--- config.mk ---
export PLATFORM = sky130hd
export DESIGN_NAME = btpc_cfg_regs
export DESIGN_NICKNAME = d
export VERILOG_FILES = /design/src/design/btpc_pkg.sv /design/src/design/btpc_cfg_regs.sv
export SDC_FILE = /design/constraint.sdc
export NUM_CORES = 1
export LEC_CHECK = 0
export BUFFER_PORTS_ARGS = -buffer_cell sky130_fd_sc_hd__buf_2
export CAP_MARGIN = 15
export CELL_PAD_IN_SITES_DETAIL_PLACEMENT = 0
export CELL_PAD_IN_SITES_GLOBAL_PLACEMENT = 1
export CORE_MARGIN = 8
export CORE_UTILIZATION = 41
export CTS_BUF_LIST = sky130_fd_sc_hd__clkbuf_2
export DETAILED_ROUTE_END_ITERATION = 10
export MAX_ROUTING_LAYER = met4
export PLACE_DENSITY = 0.79
export SLEW_MARGIN = 0
export SYNTH_ARGS = -nofsm -noshare
export SYNTH_HDL_FRONTEND = slang
export SYNTH_SLANG_ARGS = --single-unit
--- constraint.sdc ---
create_clock -name clk_i -period 1 [get_ports clk_i]
set_input_delay 0.2 -clock clk_i [delete_from_list [all_inputs] [get_ports clk_i]]
set_output_delay 0.2 -clock clk_i [all_outputs]
set_load 0.03 [all_outputs]
--- src/design/btpc_pkg.sv ---
package btpc_pkg;

  localparam int unsigned RawW  = 20;
  localparam int unsigned WordW = 32;
  localparam int unsigned CfgIdxW = 2;
  localparam int unsigned CfgDataW = 64;
  // one bit of quotient per divider stage
  localparam int unsigned DivStages = 32;

  localparam logic [CfgIdxW-1:0] RegTempCalib  = 2'd0;
  localparam logic [CfgIdxW-1:0] RegPressCalA  = 2'd1;
  localparam logic [CfgIdxW-1:0] RegPressCalB  = 2'd2;
  localparam logic [CfgIdxW-1:0] RegPressCalC  = 2'd3;

  typedef logic [WordW-1:0] word_t;

  typedef struct packed {
    logic [15:0] t1;
    logic [15:0] t2;
    logic [15:0] t3;
    logic [15:0] p1;
    logic [15:0] p2;
    logic [15:0] p3;
    logic [15:0] p4;
    logic [15:0] p5;
    logic [15:0] p6;
    logic [15:0] p7;
    logic [15:0] p8;
    logic [15:0] p9;
  } calib_t;

  // result fields carried alongside the datapath
  typedef struct packed {
    word_t temp_centi;
    word_t fine_temp;
  } temp_res_t;

  function automatic word_t sx16(input logic [15:0] v);
    return {{16{v[15]}}, v};
  endfunction

  function automatic word_t asr(input word_t x, input int unsigned n);
    return word_t'($signed(x) >>> n);
  endfunction

endpackage

--- src/design/btpc_cfg_regs.sv ---
module btpc_cfg_regs
  import btpc_pkg::*;
(
  input  logic                clk_i,
  input  logic                rst_ni,
  input  logic                cfg_valid_i,
  output logic                cfg_ready_o,
  input  logic [CfgIdxW-1:0]  cfg_index_i,
  input  logic [CfgDataW-1:0] cfg_data_i,
  output calib_t              calib_o
);

  logic [47:0] temp_q;
  logic [63:0] pa_q, pb_q;
  logic [15:0] pc_q;

  assign cfg_ready_o = 1'b1;

  always_ff @(posedge clk_i or negedge rst_ni) begin
    if (!rst_ni) begin
      temp_q <= '0;
      pa_q   <= '0;
      pb_q   <= '0;
      pc_q   <= '0;
    end else if (cfg_valid_i) begin
      unique case (cfg_index_i)
        RegTempCalib: temp_q <= cfg_data_i[47:0];
        RegPressCalA: pa_q   <= cfg_data_i;
        RegPressCalB: pb_q   <= cfg_data_i;
        RegPressCalC: pc_q   <= cfg_data_i[15:0];
        default: ;
      endcase
    end
  end

  assign calib_o = '{t1: temp_q[15:0], t2: temp_q[31:16], t3: temp_q[47:32],
                     p1: pa_q[15:0], p2: pa_q[31:16], p3: pa_q[47:32], p4: pa_q[63:48],
                     p5: pb_q[15:0], p6: pb_q[31:16], p7: pb_q[47:32], p8: pb_q[63:48],
                     p9: pc_q};

endmodule

Word-level counts from Yosys, hierarchy flattened
Index checks and enable logic that the tools add are counted.
Storage, ports and cells
  register bits after elaboration: 192
  latch bits: 0
  RAM bits: 0
  ROM bits: 0
  bits of input ports: 69
  output and inout port bits: 193
  logic and storage cells: 12
  memories kept: 0
Operators by class
  add/sub/neg operators: 0
  multipliers: 0
  divide/modulo/power cells: 0
  magnitude comparators: 0
  eq/ne operators: 3
  shifts and indexed selects: 0
  multiplexer cells: 0
  bitwise gates (word level): 0
  reduce and logical (&&, ||, !) cells: 5
Operators by type and width (count)
  AND reduction 2 bit: 4
  equality test 2 bit (second input constant): 2
  equality test 2 x 1 -> 1 bit (second input constant): 1
  zero test 2 bit: 1

Longest topological paths before layout
Gate-level depths: netlist of the first run.
  depth after elaboration: 2
  gate-level depth with buffers: 4
  depth with buffers taken out: 2

Worst setup path after synthesis of the first run
OpenSTA, ideal clock, no wires.
  path kind: input-to-reg
  start point: input cfg_index_i[1]
  end point: register temp_q[19]
  setup time: 0.127 ns
  data arrival time: 1.049 ns
  required time: 0.873 ns
  slack: -0.177 ns
  stages on the path: 4
  buffers on the path: 2
  cells stage by stage: nor3b_2 buf_6 buf_8 mux2_1
Between the ends
  cells in the longest elaborated chain, start to end: 2
RTL lines
  start, declared: RTL line btpc_cfg_regs.sv:8  | input logic [CfgIdxW-1:0] cfg_index_i,
  zero test 2 bit: RTL line btpc_cfg_regs.sv:26  | unique case (cfg_index_i)
  AND reduction 2 bit (no line)
  end signal, assigned: RTL line btpc_cfg_regs.sv:27  | RegTempCalib: temp_q <= cfg_data_i[47:0];
  end, declared: RTL line btpc_cfg_regs.sv:13  | logic [47:0] temp_q;
No other way between the ends.
A chain may end at the register's enable or synchronous reset.

Worst setup path after layout of the first run
  start point: register pc_q[12]
  end point: output calib_o[12] in the netlist's numbering
RTL lines
  start, declared: RTL line btpc_cfg_regs.sv:15  | logic [15:0] pc_q;
  start signal, assigned: RTL line btpc_cfg_regs.sv:30  | RegPressCalC: pc_q <= cfg_data_i[15:0];
  end, declared: RTL line btpc_cfg_regs.sv:10  | output calib_t calib_o
No word-level cell between the ends.

==> results of run 1 <==
## layer usage
layer  GRT usage  vias up
met5           -        -
li1            -     2236
met2      0.3191      183
met3     0.08374       27
met1      0.2063     2558
met4     0.06512        0
## layout make-up
type | instances | share of cell area
clock buffers | 19 | 0.008387
clock inverters | 13 | 0.009932
multi-input cells | 197 | 0.1955
flip-flops and latches | 192 | 0.4237
well taps | 225 | 0.02483
repair buffers | 396 | 0.3376
## Yosys cell counts, drive strengths merged
cell | count | area, sq um
buf | 21 | 219.0
nand3b | 2 | 15.01
nand3 | 1 | 10.01
nor3b | 1 | 12.51
dfrtp | 192 | 4805
mux2 | 192 | 2162
conb | 1 | 3.750
## timing repair
item,in CTS,in global routing
resized for setup,384,5
gates cloned,0,0
endpoints found under the setup margin,192,384
setup buffers,24,24
hold buffers,67,4
hold endpoints to repair,384,60
## per-stage QoR
stage | util | total power [W]
after global routing | 0.6555 | 0.02449
after CTS | 0.6424 | 0.02324
after detailed placement | 0.5117 | 0.01711
final | 0.6555 | 0.02340
after floorplan | - | 0.01452
after global placement | 0.5117 | 0.01689
## state kept, by name (all words and copies together) (netlist names)
signal / cells
pa_q: 64
pb_q: 64
pc_q: 16
temp_q: 48
## report_power, final
part | switching, W | internal [W] | leakage [nW]
sequential | 0.00114 | 0.00923 | 2.27
combinational | 0.00485 | 0.00465 | 2.93
clock | 0.00261 | 0.000922 | 0.132
## cell families after synthesis
kind of cell | Yosys count
buf+inv | 21
flops | 192
mux | 192
other cells | 1
simple gates | 4
## path summary, 6_finish.rpt
check | start | endpoint | slack [ns] | depth (start not counted)
max reg2reg | pa_q[61] | pa_q[61] | -0.05 | 3
min reg2reg | temp_q[36] | temp_q[36] | 0.55 | 1
min | cfg_valid_i | temp_q[3] | 0.14 | 4
max in group asynchronous | rst_ni | pa_q[16] | -0.06 | 3
min in group asynchronous | rst_ni | pb_q[3] | 0.58 | 4
max | pc_q[12] | calib_o[12] | -0.56 | 1
==> reports/metrics.yaml, run 1 <==
timing:
  finalHoldViolCount: 0
  slew-limit-headroom: 0.4940
  whs_ns: 0.1383
  rsz0062_at_grt: "yes"
  fin_crit_ns: 1.563
  worst_slack_ns: -0.5634
  slew_viol_final: 0
  finalCritPeriodShare: 1.563
  worst_pin_slew_ns: 0.7565
  fmaxAchievable_mhz: 639.6
  setup_viol: 279
  fin_setup_tns_ns: -111.90
  fin_skew_ns: 0
power:
  vdd_drop_max_mv: 1.112
  powerDensity_nw_per_um2: 2064
  leakagePower_nw: 5.333
clock_tree:
  cts_buffers: 17
  cts_buffer_depth: 2
  clkLatencyLatePin_ns: 0.70
  cts_max_level: 4
  root_buffer: "clkbuf_2"
  cts_sinks: 192
  clkTransAtPathRegs_ns: 0.28
  tritoncts: "yes"
synth:
  yosys.area_share.adder: 0
  yosys_warnings: 0
  syn_avg_cell_area_sq_um: 17.63
  yosysUniqueCellTypes: 11
  synth_top_family_by_area: "multiplexers"
  synth_simple_gate_area_share: 0.005194
  syn-instance-count: 410
  synth_compound_area_frac: 0
  synthMuxAreaShare: 0.2992
  yosysSeqAreaShare: 0.6648
  ys_ff_latch: 192
  synthXorXnorAreaFrac: 0
  netlist_area_sq_um: 7227
  syn-num-nets: 479
die:
  fp.dieArea_sq_um: 22130
  core-area_sq_um: 17300
  die_h_um: 148.8
  boundaryPins: 262
  initial_core_util: 0.4178
  num_rows: 48
  die_width_um: 148.8
critical_path:
  crit_path_end_kind: "output port"
  crit_fanout: 2
  critPathBufInv: 1
  worstSetupStartpointType: "register"
  crit_type: "reg -> out"
  path_cells: "buf_6"
  critPathTopFamily: "flip-flops"
  slowest_stage: "dfrtp_1"
  critical_path.max_stage_delay_ns: 0.48
  critPathArrivalTime_ns: 1.36
  worstPathRequired_ns: 0.80
routing:
  vias: 5004
  drt_wl_total_mm: 20.93
  wl_met1_mm: 7.910
  wl_per_cell_um: 20.09
  vias_per_cell: 4.802
  dr_wl_met2_mm: 10.77
  routed.top_layer: "met4"
  dr_wl_met3_mm: 1.874
  first_iter_violations: 111
  dr.pass1.iters: 4
  drc: 0
  detail-route-antenna-nets: 0
final_layout:
  num_antenna_cells: 0
  seq_area_sq_um: 4805
  fin_nets: 873
  areaGrowthSynthToFinish_pct: 56.89
  design_area_sq_um: 11340
  layout_common_cells: "195 x buf_6, 192 x dfrtp_1, 170 x mux2_2, 69 x dlygate4sd3_1, 67 x buf_2"
  fillers: 1198
  layout-drive-gt1-share: 0.6499
  final_common_cell: "buf_6"
  multi_input_area_sq_um: 2217
  final_cell_count_no_fill: 1042
placement:
  placed_cell_area_sq_um: 8851
  dpl.hpwl_mm: 13.56
  post-place-ws_ns: -0.4082
  dp_cells: 892
  gp_congestion: 0.7791
  portBuffers: 260
global_route:
  overflow: 0
  grt_pass1_wl_mm: 32.20
  grt_max_degree: 47
  grt_pass1_vias: 5836
  grtUsageTotal: 0.1937
  antenna_found_initial: 0
status:
  violations: "setup timing"
  outcome: "complete, but fails checks"
hold_path:
  worstHoldPathType: "in -> reg"
flow_run:
  max-cap-violations: 0
No activity file was read; power rests on OpenSTA's default activity.
==> inputs of run 2 (changes only) <==
--- a/config.mk
+++ b/config.mk
@@ -5,12 +5,13 @@
 export SDC_FILE = /design/constraint.sdc
 export NUM_CORES = 1
 export LEC_CHECK = 0
+export ABC_AREA = 1
 export BUFFER_PORTS_ARGS = -buffer_cell sky130_fd_sc_hd__buf_2
 export CAP_MARGIN = 15
 export CELL_PAD_IN_SITES_DETAIL_PLACEMENT = 0
 export CELL_PAD_IN_SITES_GLOBAL_PLACEMENT = 1
 export CORE_MARGIN = 8
-export CORE_UTILIZATION = 41
+export CORE_UTILIZATION = 38
 export CTS_BUF_LIST = sky130_fd_sc_hd__clkbuf_2
 export DETAILED_ROUTE_END_ITERATION = 10
 export MAX_ROUTING_LAYER = met4
==> reports/metrics.yaml, run 2 <==
status:
  outcome: "complete, but fails checks"
  violations: "setup timing"
critical_path:
  critical_path.max_stage_delay_ns: 0.95  # +0.47 ns
  path_cells: "buf_6 > dlygate4sd3_1 > buf_4 > nand4_1 > dlygate4sd3_1 > nand2_1"
  worstSetupStartpointType: "input pin"
  worstPathRequired_ns: 1.70  # +0.90 ns
  crit_type: "in -> reg"
  crit_path_frequent_cell: "dlygate4sd3_1"
  worstRegToRegCells: 4  # +1
  critPathTopFamily: "buffers and inverters"
  crit_path_end_kind: "register"
  critPathArrivalTime_ns: 2.41  # +1.05 ns
  worstSetupPathDepth: 6  # +5
  critPathBufInv: 4  # +3
  slowest_stage: "dlygate4sd3_1"
  crit_fanout: 28  # +26
synth:
  synthXorXnorAreaFrac: 0  # unchanged
  synth_simple_gate_area_share: 0.3342  # +0.3290
  synth_top_family_by_area: "simple AND/OR/NAND/NOR gates"
  ys_ff_latch: 192  # unchanged
  synth_area_leaders: "dfrtp_1 61%, nand2_1 18%, nand4_1 11%"
  yosys.area.top_type_share: 0.6122  # -0.05258
  syn-instance-count: 854  # +110%
  syn_avg_cell_area_sq_um: 9.189  # -48%
  yosys.area_share.adder: 0  # unchanged
  syn-num-nets: 923  # +93%
  yosysSeqAreaShare: 0.6122  # -0.05258
  synth-async-reset-ratio: 1.000  # unchanged
  yosysUniqueCellTypes: 13  # +2
  netlist_area_sq_um: 7848  # +8.6%
  yosys_most_used_dff: "dfrtp_1"
  synth_commonest_cells: "385 x nand2_1, 192 x dfrtp_1, 144 x nand4_1"
  synth_compound_area_frac: 0  # unchanged
  synthMuxAreaShare: 0  # -0.2992
  yosys_warnings: 0  # unchanged
  synth.most_common_cell: "nand2_1"
  synth_edf_count: 0  # unchanged
  synth_top_area_cell: "dfrtp_1"
timing:
  fin_skew_ns: 0  # unchanged
  worst_slack_ns: -0.7088  # -0.1454 ns
  fin_crit_ns: 1.709  # +0.1454 ns
  setup_viol: 384  # +38%
  fmaxAchievable_mhz: 585.2  # -8.5%
  slew-limit-headroom: 0.4784  # -0.01555
  rsz0062_at_grt: "yes"
  slew_viol_final: 0  # unchanged
  finalCritPeriodShare: 1.709  # +0.1454
  finalHoldViolCount: 0  # unchanged
  fin_setup_tns_ns: -128.60  # -16.70 ns
  worst_pin_slew_ns: 0.7824  # +0.02582 ns
power:
  vdd_drop_max_mv: 0.8967  # -19%
  p_comb_frac: 0.379  # -0.027
  p_total_w: 0.02315  # -1.1%
  p_switching_w: 0.008606  # +0.11%
  seq_power_share: 0.433  # -0.010
  power.share.clock: 0.188  # +0.037
  powerDensity_nw_per_um2: 1855  # -10%
  p_int_w: 0.01455  # -1.7%
  swShare: 0.3717  # +0.004329
  leakagePower_nw: 6.623  # +24%
placement:
  gp_congestion: 0.7792  # about the same
  portBuffers: 260  # unchanged
  post-place-ws_ns: -0.09812  # +0.3101 ns
  dpl.hpwl_mm: 18.00  # +33%
clock_tree:
  cts_max_level: 4  # unchanged
  cts_buffer_depth: 2  # unchanged
  clkTransAtPathRegs_ns: 0.28  # about the same
  tritoncts: "yes"
  clkLatencyLatePin_ns: 0.71  # about the same
  cts_sinks: 192  # unchanged
  root_buffer: "clkbuf_2"
  cts_buffers: 17  # unchanged
routing:
  vias: 7838  # +57%
  vias_per_cell: 5.136  # +7.0%
  first_iter_violations: 531  # +380%
  wl_per_cell_um: 18.69  # -7.0%
  drt_wl_total_mm: 28.52  # +36%
  dr.pass1.iters: 5  # +1
  detail-route-antenna-nets: 0  # unchanged
  drc: 0  # unchanged
final_layout:
  layout-drive-gt1-share: 0.3299  # -0.3201
  layout_common_cells: "384 x nand2_1, 193 x buf_6, 192 x dfrtp_1, 144 x nand4_1, 96 x buf_4"
  final_common_cell: "nand2_1"
  top_regs: "pa_q (64), pb_q (64), temp_q (48)"
  areaGrowthSynthToFinish_pct: 59.04
  fillers: 1678  # +40%
  fin_nets: 1313  # +50%
global_route:
  grtUsageTotal: 0.2237  # +0.02999
  antenna_found_initial: 1  # +1
  overflow: 0  # unchanged
  grt_pass1_vias: 7922  # +36%
  grt_max_degree: 58  # +23%
  grt_pass1_wl_mm: 44.64  # +39%
die:
  boundaryPins: 262  # unchanged
  die_width_um: 159.7  # +7.4%
  initial_core_util: 0.3878  # -0.02999
  fp.dieArea_sq_um: 25510  # +15%
  num_rows: 52  # +8.3%
  core-area_sq_um: 20230  # +17%
  die_h_um: 159.7  # +7.4%
flow_run:
  max-cap-violations: 0  # unchanged
hold_path:
  worstHoldPathType: "in -> async"
[run 2: cell types whose count changed in the layout (fill, tap and decap cells not counted), moves of 3 or more]
cell       before  now
bufinv_16       1    4
nand3_1         0   48
mux2_1         20    0
buf_4          55   96
mux2_2        170    0
clkinv_2        4    1
buf_2          67   64
nand4_1         0  144
buf_12          9   24
nand2_1         0  384
[run 2: kinds of logic (layout without fill, tap and decap cells)]
family                 Yosys count  in the layout
DFF                            192            192
buffers and inverters           80            481
and+or+nand+nor                581            581
other                            1              2
[run 2: power groups by stage]
stage	Sequential (W)	Combinational (W)	Clock (W)
finish	0.0100	0.00878	0.00436
CTS	0.00999	0.00850	0.00449
global route	0.0101	0.00931	0.00475
detailed placement	0.00983	0.00641	0
floorplan	0.0123	0.00138	0
global placement	0.00984	0.00633	0
[run 2: area by class of cell]
cell class	count	area, sq um	area share
Sequential cell	192	4805	0.3850
Timing Repair Buffer	449	4422	0.3543
Multi-Input combinational cell	582	2634	0.2110
Tap cell	270	337.8	0.02707
Clock inverter	12	182.7	0.01464
Clock buffer	18	90.09	0.007218
Inverter	2	7.507	0.0006015
Antenna cell	1	2.502	0.0002005
[run 2: per-stage QoR]
stage | hold WS [ns] | std cells | utilization | cell area, sq um
after CTS | 0.1354 | 1496 | 0.6059 | 12260
after floorplan | -0.09559 | 854 | - | 7848
after global routing | -0.06165 | 1526 | 0.6168 | 12480
after global placement | 0.08440 | 1351 | 0.4815 | 9743
final | 0.03399 | 1526 | 0.6168 | 12480
after detailed placement | 0.08766 | 1351 | 0.4815 | 9743
[run 2: what timing repair did]
action / in CTS / in global routing
hold buffers: 72 / 3
endpoints found under the hold margin: 384 / 318
setup buffers: 43 / 30
endpoints found under the setup margin: 192 / 576
resized for setup: 384 / 1
[run 2: tightest hold or removal path: cells and delay by family]
kind | cells | cell delay, ns
buf+inv | 3 | 0.98
[run 2: final timing paths]
kind,from,endpoint,slack [ns]
setup / recovery,cfg_valid_i,pb_q[58],-0.71
hold / removal,rst_ni,pa_q[3],0.03
setup reg to reg,pb_q[38],pb_q[38],0.08
hold reg to reg,temp_q[21],temp_q[21],0.52
max in group asynchronous,rst_ni,temp_q[45],0.12
min in group clk_i,cfg_data_i[4],pb_q[4],0.24
[run 2: metal layers]
layer | vias to the layer above | share of wire | track usage
li1 | 3645 | - | -
met1 | 3832 | 0.42 | 0.2769
met2 | 322 | 0.48 | 0.3482
met3 | 39 | 0.079 | 0.06735
met4 | 0 | 0.018 | 0.06732
met5 | - | 0 | -
==> inputs of run 3 (changes only) <==
--- a/config.mk
+++ b/config.mk
@@ -5,17 +5,16 @@
 export SDC_FILE = /design/constraint.sdc
 export NUM_CORES = 1
 export LEC_CHECK = 0
-export ABC_AREA = 1
 export BUFFER_PORTS_ARGS = -buffer_cell sky130_fd_sc_hd__buf_2
 export CAP_MARGIN = 15
 export CELL_PAD_IN_SITES_DETAIL_PLACEMENT = 0
 export CELL_PAD_IN_SITES_GLOBAL_PLACEMENT = 1
 export CORE_MARGIN = 8
-export CORE_UTILIZATION = 38
+export CORE_UTILIZATION = 41
 export CTS_BUF_LIST = sky130_fd_sc_hd__clkbuf_2
 export DETAILED_ROUTE_END_ITERATION = 10
 export MAX_ROUTING_LAYER = met4
-export PLACE_DENSITY = 0.79
+export PLACE_DENSITY_LB_ADDON = 0.1
 export SLEW_MARGIN = 0
 export SYNTH_ARGS = -nofsm -noshare
 export SYNTH_HDL_FRONTEND = slang
==> reports/metrics.yaml, run 3 (synthesis gave the netlist of run 1 again) <==
timing:
  fin_crit_ns: 1.552  # -0.1566 ns
  worst_pin_slew_ns: 0.6318  # -0.1505 ns
  fmaxAchievable_mhz: 644.2  # +10%
  whs_ns: 0.05045  # +0.01646 ns
  finalCritPeriodShare: 1.552  # -0.1566
  setup_viol: 205  # -47%
  rsz0062_at_grt: "yes"
  fin_setup_tns_ns: -102.86  # +25.75 ns
  slew_viol_final: 0  # unchanged
  slew-limit-headroom: 0.5788  # +0.1004
  worst_slack_ns: -0.5522  # +0.1566 ns
  finalHoldViolCount: 0  # unchanged
  fin_skew_ns: 0  # unchanged
critical_path:
  worstSetupStartpointType: "register"
  crit_type: "reg -> out"
  path_cells: "buf_6"
  critical_path.max_stage_delay_ns: 0.46  # -0.49 ns
  worstPathRequired_ns: 0.80  # -0.90 ns
  crit_path_end_kind: "output port"
  critPathArrivalTime_ns: 1.35  # -1.06 ns
  r2r_setup_slack_ns: -0.03  # -0.11 ns
  critPathBufInv: 1  # -3
  crit_fanout: 2  # -93%
  slowest_stage: "dfrtp_1"
  critPathTopFamily: "flip-flops"
final_layout:
  final_cell_count_no_fill: 1023  # -33%
  fin_nets: 853  # -35%
  areaGrowthSynthToFinish_pct: 55.99
  fillers: 1251  # -25%
  top_regs: "pa_q (64), pb_q (64), temp_q (48)"
  layout_common_cells: "194 x buf_6, 192 x dfrtp_1, 169 x mux2_2, 67 x dlygate4sd3_1, 67 x buf_2"
  final_common_cell: "buf_6"
  layout-drive-gt1-share: 0.6407  # +0.3108
  design_area_sq_um: 11270  # -9.7%
routing:
  drc: 0  # unchanged
  drt_wl_total_mm: 19.77  # -31%
  dr.pass1.iters: 4  # -1
  detail-route-antenna-nets: 0  # unchanged
  vias_per_cell: 4.752  # -7.5%
  first_iter_violations: 134  # -75%
  vias: 4861  # -38%
  wl_per_cell_um: 19.32  # +3.4%
placement:
  dpl.hpwl_mm: 13.71  # -24%
  dp_cells: 894  # -34%
  gp_congestion: 0.7515  # -3.6%
  placed_cell_area_sq_um: 8916  # -8.5%
  portBuffers: 260  # unchanged
clock_tree:
  root_buffer: "clkbuf_2"
  clkTransAtPathRegs_ns: 0.27  # about the same
  tritoncts: "yes"
  cts_buffer_depth: 2  # unchanged
  clkLatencyLatePin_ns: 0.74  # +0.03 ns
  cts_sinks: 192  # unchanged
  cts_max_level: 4  # unchanged
  cts_buffers: 17  # unchanged
power:
  leakagePower_nw: 5.288  # -20%
  swShare: 0.3559  # -0.01581
  power.share.clock: 0.165  # -0.023
  p_comb_frac: 0.393  # +0.014
  vdd_drop_max_mv: 1.013  # +13%
  p_int_w: 0.01509  # +3.7%
  powerDensity_nw_per_um2: 2078  # +12%
  p_switching_w: 0.008337  # -3.1%
  seq_power_share: 0.442  # +0.009
hold_path:
  worstHoldPathType: "in -> reg"
die:
  die_h_um: 148.8  # -6.9%
  initial_core_util: 0.4178  # +0.02999
  fp.dieArea_sq_um: 22130  # -13%
  boundaryPins: 262  # unchanged
  die_width_um: 148.8  # -6.9%
  num_rows: 48  # -7.7%
  core-area_sq_um: 17300  # -15%
global_route:
  grt_max_degree: 34  # -41%
  grtUsageTotal: 0.1846  # -0.03908
  overflow: 0  # unchanged
  grt_pass1_wl_mm: 30.68  # -31%
  grt_pass1_vias: 5565  # -30%
  antenna_found_initial: 1  # unchanged
status:
  violations: "setup timing"
  outcome: "complete, but fails checks"
flow_run:
  max-cap-violations: 0  # unchanged
run 3: metal layers:
layer,part of all wire,wire length (um),up-vias,GRT usage
met5,0,0,-,-
met4,0.015,292,0,0.05957
met3,0.067,1328,21,0.05856
met2,0.51,10180,152,0.3123
met1,0.40,7969,2488,0.2042
li1,-,-,2200,-
run 3: worst paths after layout:
kind	start	endpoint	depth (start not counted)
min reg2reg	temp_q[32]	temp_q[32]	1
min	cfg_index_i[0]	temp_q[1]	4
max	pb_q[52]	calib_o[20]	1
max reg2reg	pb_q[20]	pb_q[20]	3
max in group asynchronous	rst_ni	pa_q[44]	5
min in group asynchronous	rst_ni	pa_q[54]	3
run 3: power groups by stage:
stage	logic [W]	clock network [W]	registers (W)
detailed placement	0.00700	0	0.0101
finish	0.00920	0.00387	0.0104
global placement	0.00689	0	0.0101
global route	0.00962	0.00433	0.0105
floorplan	0.00147	0	0.0131
CTS	0.00913	0.00407	0.0104
run 3: what timing repair did:
action,CTS,global route
setup endpoints to repair,192,349
endpoints found under the hold margin,384,82
hold buffers,70,1
buffers inserted,14,13
resized for setup,384,6
run 3: stage by stage:
| step | util | power (W) | setup WS, ns |
|---|---|---|---|
| 5_1_grt | 0.6518 | 0.02448 | -0.6902 |
| 2_1_floorplan | - | 0.01452 | -0.1491 |
| 6_report | 0.6518 | 0.02343 | -0.5522 |
| 3_3_place_gp | 0.5155 | 0.01697 | -0.3649 |
| 4_1_cts | 0.6453 | 0.02356 | -0.6583 |
| 3_5_place_dp | 0.5155 | 0.01715 | -0.3984 |
run 3: layout make-up:
class	count	area, sq um	share of cell area
flip-flops and latches	192	4805	0.4262
repair buffers	376	3724	0.3303
well taps	225	281.5	0.02497
clock inverters	12	142.6	0.01265
multi-input cells	197	2221	0.1970
clock buffers	19	95.09	0.008435
diodes	2	5.005	0.0004440
